**src/design/hlbc_pkg.sv**
```systemverilog
package hlbc_pkg;

  // Field widths fixed by the interface
  localparam int RHO_W     = 18;
  localparam int THETA_W   = 8;
  localparam int CFG_W     = 12;
  localparam int CFG_IDX_W = 1;
  localparam int OUT_W     = 12;
  localparam int FOUND_W   = 2;

  // Datapath widths
  localparam int TRIG_W = 16;  // signed Q2.14
  localparam int NUM_W  = 29;  // signed numerator
  localparam int MAG_W  = 28;  // numerator magnitude
  localparam int DIV_W  = 15;  // divisor magnitude, up to 16384

  localparam int THETA_STEPS_DEF = 180;
  localparam int COORD_BITS_DEF  = 12;

  localparam logic [CFG_IDX_W-1:0] CFG_WIDTH  = 1'b0;
  localparam logic [CFG_IDX_W-1:0] CFG_HEIGHT = 1'b1;

  localparam logic [CFG_W-1:0] WIDTH_RST  = 12'd640;
  localparam logic [CFG_W-1:0] HEIGHT_RST = 12'd480;

  localparam logic [FOUND_W-1:0] FOUND_BOTH  = 2'd0;
  localparam logic [FOUND_W-1:0] FOUND_START = 2'd1;
  localparam logic [FOUND_W-1:0] FOUND_NONE  = 2'd2;

  typedef struct packed {
    logic signed [RHO_W-1:0] rho;
    logic [THETA_W-1:0]      theta_index;
  } line_t;

  typedef struct packed {
    logic [OUT_W-1:0]   start_x;
    logic [OUT_W-1:0]   start_y;
    logic [OUT_W-1:0]   end_x;
    logic [OUT_W-1:0]   end_y;
    logic [FOUND_W-1:0] found;
  } clip_t;

  // Per-item flags that ride along with the divider lanes
  typedef struct packed {
    logic [3:0] neg;     // quotient negative
    logic [3:0] sat;     // quotient magnitude beyond the coordinate range
    logic       cos_zero;
    logic       sin_zero;
  } side_t;

endpackage

```
**src/design/hlbc_div_stage.sv**
```systemverilog
module hlbc_div_stage #(
  parameter int NS    = 13,
  parameter int BASE  = 12,
  parameter int STEPS = 4
) (
  input  logic                       clk,
  input  logic                       en,
  input  logic [hlbc_pkg::MAG_W-1:0] rem_in,
  input  logic [NS-1:0]              q_in,
  input  logic [hlbc_pkg::DIV_W-1:0] d_in,
  output logic [hlbc_pkg::MAG_W-1:0] rem,
  output logic [NS-1:0]              q,
  output logic [hlbc_pkg::DIV_W-1:0] d
);
  import hlbc_pkg::*;

  localparam int CMPW = (MAG_W > DIV_W + NS) ? MAG_W : DIV_W + NS;

  logic [CMPW-1:0]  r_w;
  logic [CMPW-1:0]  sh_w;
  logic [NS-1:0]    q_w;

  // restoring steps, most significant quotient bit first
  always_comb begin
    r_w  = CMPW'(rem_in);
    q_w  = q_in;
    sh_w = '0;
    for (int j = 0; j < STEPS; j++) begin
      sh_w = CMPW'(d_in) << (BASE - j);
      if (r_w >= sh_w) begin
        r_w            = r_w - sh_w;
        q_w[BASE - j]  = 1'b1;
      end
    end
  end

  always_ff @(posedge clk) begin
    if (en) begin
      rem <= MAG_W'(r_w);
      q   <= q_w;
      d   <= d_in;
    end
  end

endmodule

```
**config.mk**
```make
export PLATFORM = sky130hd
export DESIGN_NAME = hlbc_div_stage
export DESIGN_NICKNAME = d
export VERILOG_FILES = /design/src/design/hlbc_pkg.sv /design/src/design/hlbc_div_stage.sv
export SDC_FILE = /design/constraint.sdc
export NUM_CORES = 1
export LEC_CHECK = 0
export BUFFER_PORTS_ARGS = -buffer_cell sky130_fd_sc_hd__buf_2
export CAP_MARGIN = 30
export CORE_MARGIN = 4
export CORE_UTILIZATION = 50
export DETAILED_ROUTE_END_ITERATION = 10
export PLACE_DENSITY = 0.74
export SLEW_MARGIN = 0
export SYNTH_ARGS = -nofsm -noshare
export SYNTH_HDL_FRONTEND = slang
export SYNTH_SLANG_ARGS = --single-unit
```
**constraint.sdc**
```tcl
create_clock -name clk -period 15.82 [get_ports clk]
set_input_delay 3.164 -clock clk [delete_from_list [all_inputs] [get_ports clk]]
set_output_delay 3.164 -clock clk [all_outputs]
set_load 0.005 [all_outputs]
```
Word level (Yosys, flattened, before mapping)
Index checks and enable logic that the tools add are counted.
W data, S select, Z words.
- flip-flop bits (word level): 56
- bits in writable memories: 0
- ROM bits: 0
- bits in latches: 0
- memories kept: 0
- word-level logic and storage cells: 19
- bitwise operators: 0
- div/mod/pow operators: 0
- equal/unequal tests: 0
- reduce and logical (&&, ||, !) cells: 0
- multiply operators: 0
- shifts and indexed selects: 0
- $add $sub $neg: 4
- mux-type cells: 4
- $lt $le $gt $ge: 4
- operator list (operator ; count):
    $mux W28 ; 4
    $ge A28 B24 Y1 ; 1
    $ge A28 B25 Y1 ; 1
    $ge A28 B26 Y1 ; 1
    $ge A28 B27 Y1 ; 1
    $sub A28 B24 Y28 ; 1
    $sub A28 B25 Y28 ; 1
    $sub A28 B26 Y28 ; 1
    $sub A28 B27 Y28 ; 1

Depth between registers and ports, before layout
Gate-level depths: netlist of the first run.
- word-level depth: 8
- depth in mapped cells: 51
- depth with buffers taken out: 44

Least setup slack after synthesis of the first run
OpenSTA, ideal clock, no wires.
- kind: input -> register
- from: input port rem_in[12] (netlist bit)
- to: register rem[18] (netlist bit) (data pin)
- data required time: 15.560 ns
- buffers on the path: 7
- slack: 3.358 ns
- setup time: 0.260 ns
- arrival time: 12.201 ns
- stages on the path: 48
- cell sequence: inv_1 -> ha_1 -> inv_1 -> fa_1 -> a211oi_2 -> o21bai_1 -> o211ai_1 -> nand3_1 -> buf_2 -> clkbuf_1 -> o21ai_0 -> inv_1 -> ha_1 -> nor2b_1 -> o21ai_0 -> a21oi_1 -> o21bai_1 -> nand3_1 -> (+12 left out) -> or3_1 -> clkbuf_1 -> buf_1 -> o21ai_0 -> inv_1 -> ha_1 -> nor2b_1 -> o21ai_0 -> a21boi_0 -> o21ai_0 -> a211oi_1 -> o21bai_1 -> nand2_1 -> a21oi_1 -> mux2i_1 -> nor4b_4 -> buf_6 -> mux2_4
- cells in the longest elaborated chain, start to end: 8
- elaborated cells on any way between the ends: 12
- those cells by class: add/sub: 4; order compare: 4; mux: 4
- ends and longest elaborated chain (what ; line ; source):
    start: declaration ; hlbc_div_stage.sv:8 ; input logic [hlbc_pkg::MAG_W-1:0] rem_in,
    $sub A28 B27 Y28 / $ge A28 B27 Y1 (equally long branches) ; hlbc_div_stage.sv:31, hlbc_div_stage.sv:30 ;
    $mux W28 (*) ; hlbc_div_stage.sv:30 ; if (r_w >= sh_w) begin
    $sub A28 B26 Y28 / $ge A28 B26 Y1 (equally long branches) ; hlbc_div_stage.sv:31, hlbc_div_stage.sv:30 ;
    $mux W28 (*) ; hlbc_div_stage.sv:30 ;
    $sub A28 B25 Y28 / $ge A28 B25 Y1 (equally long branches) ; hlbc_div_stage.sv:31, hlbc_div_stage.sv:30 ;
    $mux W28 (*) ; hlbc_div_stage.sv:30 ;
    $sub A28 B24 Y28 / $ge A28 B24 Y1 (equally long branches) ; hlbc_div_stage.sv:31, hlbc_div_stage.sv:30 ;
    $mux W28 (*) ; hlbc_div_stage.sv:30 ;
    named net r_w[18] ; hlbc_div_stage.sv:19 ; logic [CMPW-1:0] r_w;
    end signal: assignment ; hlbc_div_stage.sv:39 ; rem <= MAG_W'(r_w);
    end: declaration ; hlbc_div_stage.sv:11 ; output logic [hlbc_pkg::MAG_W-1:0] rem,
Mark *: on every way through the listed nets, which the timed path passes. The rest lies on a longest branch.
A chain may end at the register's enable or synchronous reset.

Worst setup path in the final report of the first run
- from: input port d_in[0] (netlist bit)
- to: register rem[15] (netlist bit) (data pin)
- cells in the longest elaborated chain, start to end: 8
- elaborated cells on any way between the ends: 12
- those cells by class: add/sub: 4; order compare: 4; mux: 4
- ends and longest elaborated chain (what ; line ; source):
    start: declaration ; hlbc_div_stage.sv:10 ; input logic [hlbc_pkg::DIV_W-1:0] d_in,
    $sub A28 B27 Y28 / $ge A28 B27 Y1 (equally long branches) ; hlbc_div_stage.sv:31, hlbc_div_stage.sv:30 ;
    $mux W28 ; hlbc_div_stage.sv:30 ;
    $sub A28 B26 Y28 / $ge A28 B26 Y1 (equally long branches) ; hlbc_div_stage.sv:31, hlbc_div_stage.sv:30 ;
    $mux W28 ; hlbc_div_stage.sv:30 ;
    $sub A28 B25 Y28 / $ge A28 B25 Y1 (equally long branches) ; hlbc_div_stage.sv:31, hlbc_div_stage.sv:30 ;
    $mux W28 ; hlbc_div_stage.sv:30 ;
    $sub A28 B24 Y28 / $ge A28 B24 Y1 (equally long branches) ; hlbc_div_stage.sv:31, hlbc_div_stage.sv:30 ;
    $mux W28 (*) ; hlbc_div_stage.sv:30 ;
    named net r_w[15] ; hlbc_div_stage.sv:19 ;
Marks and branches as above.

==> results of run 1 <==
power by group through the flow:
| stage | sequential [mW] | combinational [mW] | clock (mW) |
|---|---|---|---|
| 6_report | 0.242 | 0.966 | 0.112 |
| 3_5_place_dp | 0.246 | 0.949 | 0 |
| 2_1_floorplan | 0.251 | 0.754 | 0 |
| 4_1_cts | 0.242 | 0.957 | 0.115 |
| 5_1_grt | 0.245 | 1.06 | 0.122 |
| 3_3_place_gp | 0.244 | 0.918 | 0 |
placed cells by master, fill, tap and decap left out, types with 27 or more instances in the layout:
cell type	count
buf_2	113
o21ai_0	38
nor2_1	53
mux2_2	27
a21oi_1	49
nand2_1	54
xnor2_1	27
inv_1	39
ha_1	60
edfxtp_1	56
metrics by stage:
step / cell area [µm²] / instances / setup WS (ps) / utilization [%] / total power [mW]
2_1_floorplan: 5800 / 641 / 3360 / - / 1.00
3_3_place_gp: 6490 / 887 / 2250 / 57.1 / 1.16
3_5_place_dp: 6490 / 887 / 1760 / 57.1 / 1.19
4_1_cts: 6640 / 895 / 2070 / 58.4 / 1.31
5_1_grt: 6640 / 895 / 813 / 58.4 / 1.43
6_report: 6640 / 895 / 1810 / 58.4 / 1.32
path summary, 6_finish.rpt:
path                  cells past startpoint    start  slack, ps      end
worst max-delay path                     42  d_in[0]       1810  rem[15]
worst min-delay path                      1  q_in[0]       3040     q[0]
kinds of logic after synthesis:
kind of cell	share of synthesized area, %
xor+xnor	5.44
flops	29.0
simple gates	17.7
fa+ha+maj	14.3
buf+inv	3.65
compound gates	21.5
mux	8.36
layout make-up:
class / instances / area share, %
well taps: 143 / 2.70
clock buffers: 5 / 1.89
clock inverters: 3 / 0.321
repair buffers: 115 / 8.75
flip-flops and latches: 56 / 25.3
multi-input cells: 534 / 58.8
inverters: 39 / 2.21
layer usage:
metal	up-vias	GRT usage, %	part of all wire (%)
met5	-	0	0
met4	0	8.66	3.0
met3	29	2.82	7.2
met2	208	38.6	45
met1	2465	29.5	44
li1	2612	-	-
sequential cells by signal (all words and copies together) (netlist names):
signal / cells
q: 13
d: 15
rem: 28
critical path: cells and delay by family:
kind            cells  cell delay, ps
fa+ha+maj           5            1540
buf+inv             5             730
simple gates        8            2050
compound gates     22            6000
mux                 2             520
==> results.yml, run 1 <==
synthesis:
  synth_enable_flop_cells: 56
  mappedNetlistNets: 763
  synthCells: 641
  yosys_warnings: 0
  yosys-top-cells-area: "edfxtp_1, ha_1, mux2_2"
  yosysMostFrequentCell: "ha_1"
  yosysSeqAreaShare_pct: 29.0
  ys.flop_type: "edfxtp_1"
  synth_seq_cells: 56
  synthArstFlopShare_pct: 0
  yosys-top-cells-count: "ha_1, edfxtp_1, nand2_1"
  syn_area_um2: 5800
  ys_types: 66
  synth.top_cell.area_share_pct: 29.0
  synth_top_cell_by_area: "edfxtp_1"
  syn_avg_cell_area_um2: 9.04
cts:
  holdBufCountCts: 0
  cts_tree: "yes"
  cts_resized: 0
  cts_max_level: 2
  cts_root_buf: "clkbuf_16"
  cts-buffers-inserted: 5
  clockBufferDepth: 2
  post_cts_buffers: 0
  clk_pin_slew_ps: 70
  clock-sinks: 56
sta:
  setup_viol: 0
  layout_min_cycle_time_ps: 14010
  finalMaxSlewViolations: 0
  hold_viol_final: 0
  fmax_mhz: 71.4
  tightest_slew_ps: 801
  slew-limit-headroom_pct: 46.4
  fin_crit_sh_pct: 88.6
  setup_tns_ps: 0
  hold_ws_ps: 3040
  rsz0062_at_grt: "false"
placed_design:
  dp_hpwl_um: 12600
  gp_routability_congestion: 0.957
  port_buffers: 113
min_path:
  hold_path_class: "input port to flip-flop"
critical_path:
  path_common_cell: "o21ai_0"
  critPathLaunchType: "input port"
  crit_slowest_cell: "o21ai_0"
  cp-end-kind: "flip-flop"
  slowest_delay_ps: 760
  criticalPathCategory: "input port to flip-flop"
  crit_path_max_fanout: 22
  crit_arrival_ps: 14060
  worst_ep_required_time_ps: 15870
grt:
  grtUsageTotal_pct: 22.7
  grt_pass1_vias: 5161
  grt_first_pass_wirelength_um: 24400
  grt_max_degree: 57
  grt_overflow: 0
  antenna_found_initial: 0
pwr:
  max-vdd-ir-drop_uv: 105
  pwr-share-seq_pct: 18.3
  p_leak_nw: 2.93
  p_sw_mw: 0.558
  combPwrFrac_pct: 73.2
  switching_share_pct: 42.3
  power_density_nw_per_um2: 199
  pwr-share-clk_pct: 8.5
  intPower_mw: 0.762
detailed_routing:
  dr.pass1.iters: 4
  via_per_inst: 5.94
  remaining_drc_errors: 0
  vias: 5314
  drtIter0Drc: 281
  ant_nets: 0
  wl_um: 15300
  routedWlPerCell_um: 17.1
floorplanning:
  initial_core_util_pct: 51.0
  ios: 114
  dieArea_um2: 13400
  chipHeight_um: 116
  core-area_um2: 11400
  rows: 39
  fp.dieW_um: 116
cells_and_area:
  n_fill_cell: 997
  regArea_um2: 1680
  multi_input_area_um2: 3900
  syn2layout_area_growth_pct: 14.5
  antenna_cells: 0
  layout-drive-gt1-share_pct: 22.5
  nets: 873
status:
  outcome: "completed"
flow_run:
  max-cap-violations: 0
(Power assumes the default switching activity.)
==> run 2, diff against run 1 <==
--- a/config.mk
+++ b/config.mk
@@ -10,7 +10,7 @@
 export CORE_MARGIN = 4
 export CORE_UTILIZATION = 50
 export DETAILED_ROUTE_END_ITERATION = 10
-export PLACE_DENSITY = 0.74
+export PLACE_DENSITY_LB_ADDON = 0.12
 export SLEW_MARGIN = 0
 export SYNTH_ARGS = -nofsm -noshare
 export SYNTH_HDL_FRONTEND = slang
==> results.yml, run 2 (same netlist as run 1, synthesis figures left out) <==
grt:
  antenna_found_initial: 0
  grt_overflow: 0
  grt_pass1_vias: 5175
  grt_first_pass_wirelength_um: 24600
  grtUsageTotal_pct: 22.8
  grt_max_degree: 57
cells_and_area:
  largest_reg_flops: 28
  final_common_cell: "buf_2"
  syn2layout_area_growth_pct: 14.9
  antenna_cells: 0
  nets: 876
  reg.largest.list: "rem (28), d (15), q (13)"
  layout-drive-gt1-share_pct: 22.6
  final_cell_mix: "buf_2, ha_1, edfxtp_1, nand2_1, nor2_1"
  n_fill_cell: 1031
  regMostFlops: "rem"
pwr:
  max-vdd-ir-drop_uv: 103
  power_density_nw_per_um2: 200
  p_leak_nw: 2.94
cts:
  clockBufferDepth: 2
  holdBufCountCts: 0
  clock-sinks: 56
  post_cts_buffers: 0
  cts_max_level: 2
  clk_pin_slew_ps: 70
  cts_tree: "yes"
  cts_root_buf: "clkbuf_16"
  cts_resized: 0
  cts-buffers-inserted: 5
floorplanning:
  chipHeight_um: 116
  initial_core_util_pct: 51.0
  fp.dieW_um: 116
  dieArea_um2: 13400
  rows: 39
  ios: 114
  core-area_um2: 11400
detailed_routing:
  routedWlPerCell_um: 17.5
  drtIter0Drc: 250
  via_per_inst: 5.94
  wl_um: 15700
  remaining_drc_errors: 0
  vias: 5335
  ant_nets: 0
  dr.pass1.iters: 5
critical_path:
  crit_slowest_cell: "a211o_1"
  path_common_cell: "o21ai_0"
  worst_ep_required_time_ps: 15870
  critPathLaunchType: "input port"
  slowest_delay_ps: 580
  crit_arrival_ps: 13450
  crit_path_max_fanout: 22
  criticalPathCategory: "input port to flip-flop"
  cp-end-kind: "flip-flop"
flow_run:
  max-cap-violations: 0
sta:
  hold_viol_final: 0
  hold_ws_ps: 3040
  tightest_slew_ps: 743
  fin_crit_sh_pct: 84.7
  slew-limit-headroom_pct: 50.5
  setup_viol: 0
  finalMaxSlewViolations: 0
  rsz0062_at_grt: "false"
  fmax_mhz: 74.6
  setup_tns_ps: 0
  layout_min_cycle_time_ps: 13400
placed_design:
  port_buffers: 113
  gp_routability_congestion: 0.970
  dp_hpwl_um: 13000
min_path:
  hold_path_class: "input port to flip-flop"
status:
  outcome: "completed"
run 2: cell count changes in the layout (fill, tap and decap cells not counted):
cell	change
buf_6	+1
clkinv_4	+1
inv_6	-1
clkbuf_1	+1
buf_4	+2
clkinv_2	-1
run 2: per-stage QoR:
stage / instance area (µm²) / instances / util (%) / power (mW) / setup slack, ps
finish: 6660 / 898 / 58.6 / 1.33 / 2420
floorplan: 5800 / 641 / - / 1.00 / 3360
global placement: 6500 / 889 / 57.2 / 1.17 / 2070
detailed placement: 6520 / 890 / 57.3 / 1.20 / 2250
global route: 6660 / 898 / 58.6 / 1.44 / 1400
CTS: 6660 / 898 / 58.6 / 1.33 / 2550
run 2: routing by layer:
layer  GRT usage, %  wire [µm]
met5              0          0
met1           28.9       6930
met3           3.08        995
met4           7.12        371
met2           40.4       7440
run 2: cell type report:
cell class / count / area (µm²) / area share (%)
well taps: 143 / 179 / 2.69
clock buffers: 6 / 129 / 1.93
flip-flops and latches: 56 / 1680 / 25.2
inverters: 39 / 146 / 2.20
repair buffers: 118 / 607 / 9.11
multi-input cells: 534 / 3900 / 58.6
clock inverters: 2 / 16.3 / 0.244
run 2: path summary, 6_finish.rpt:
kind | endpoint | from | slack (ps) | cells after the start
hold / removal | q[5] | q_in[5] | 3040 | 1
setup / recovery | rem[17] | d_in[12] | 2420 | 42
run 2: power breakdown:
group / switching, mW / internal [mW]
registers: 0.00758 / 0.234
logic: 0.504 / 0.474
clock network: 0.0529 / 0.0592
total: 0.564 / 0.767
run 2: worst max-delay path, delay by kind of cell:
kind / cells / cell delay (ps)
buf+inv: 6 / 1040
mux: 2 / 500
compound gates: 20 / 4940
fa+ha+maj: 4 / 1550
simple gates: 10 / 2200
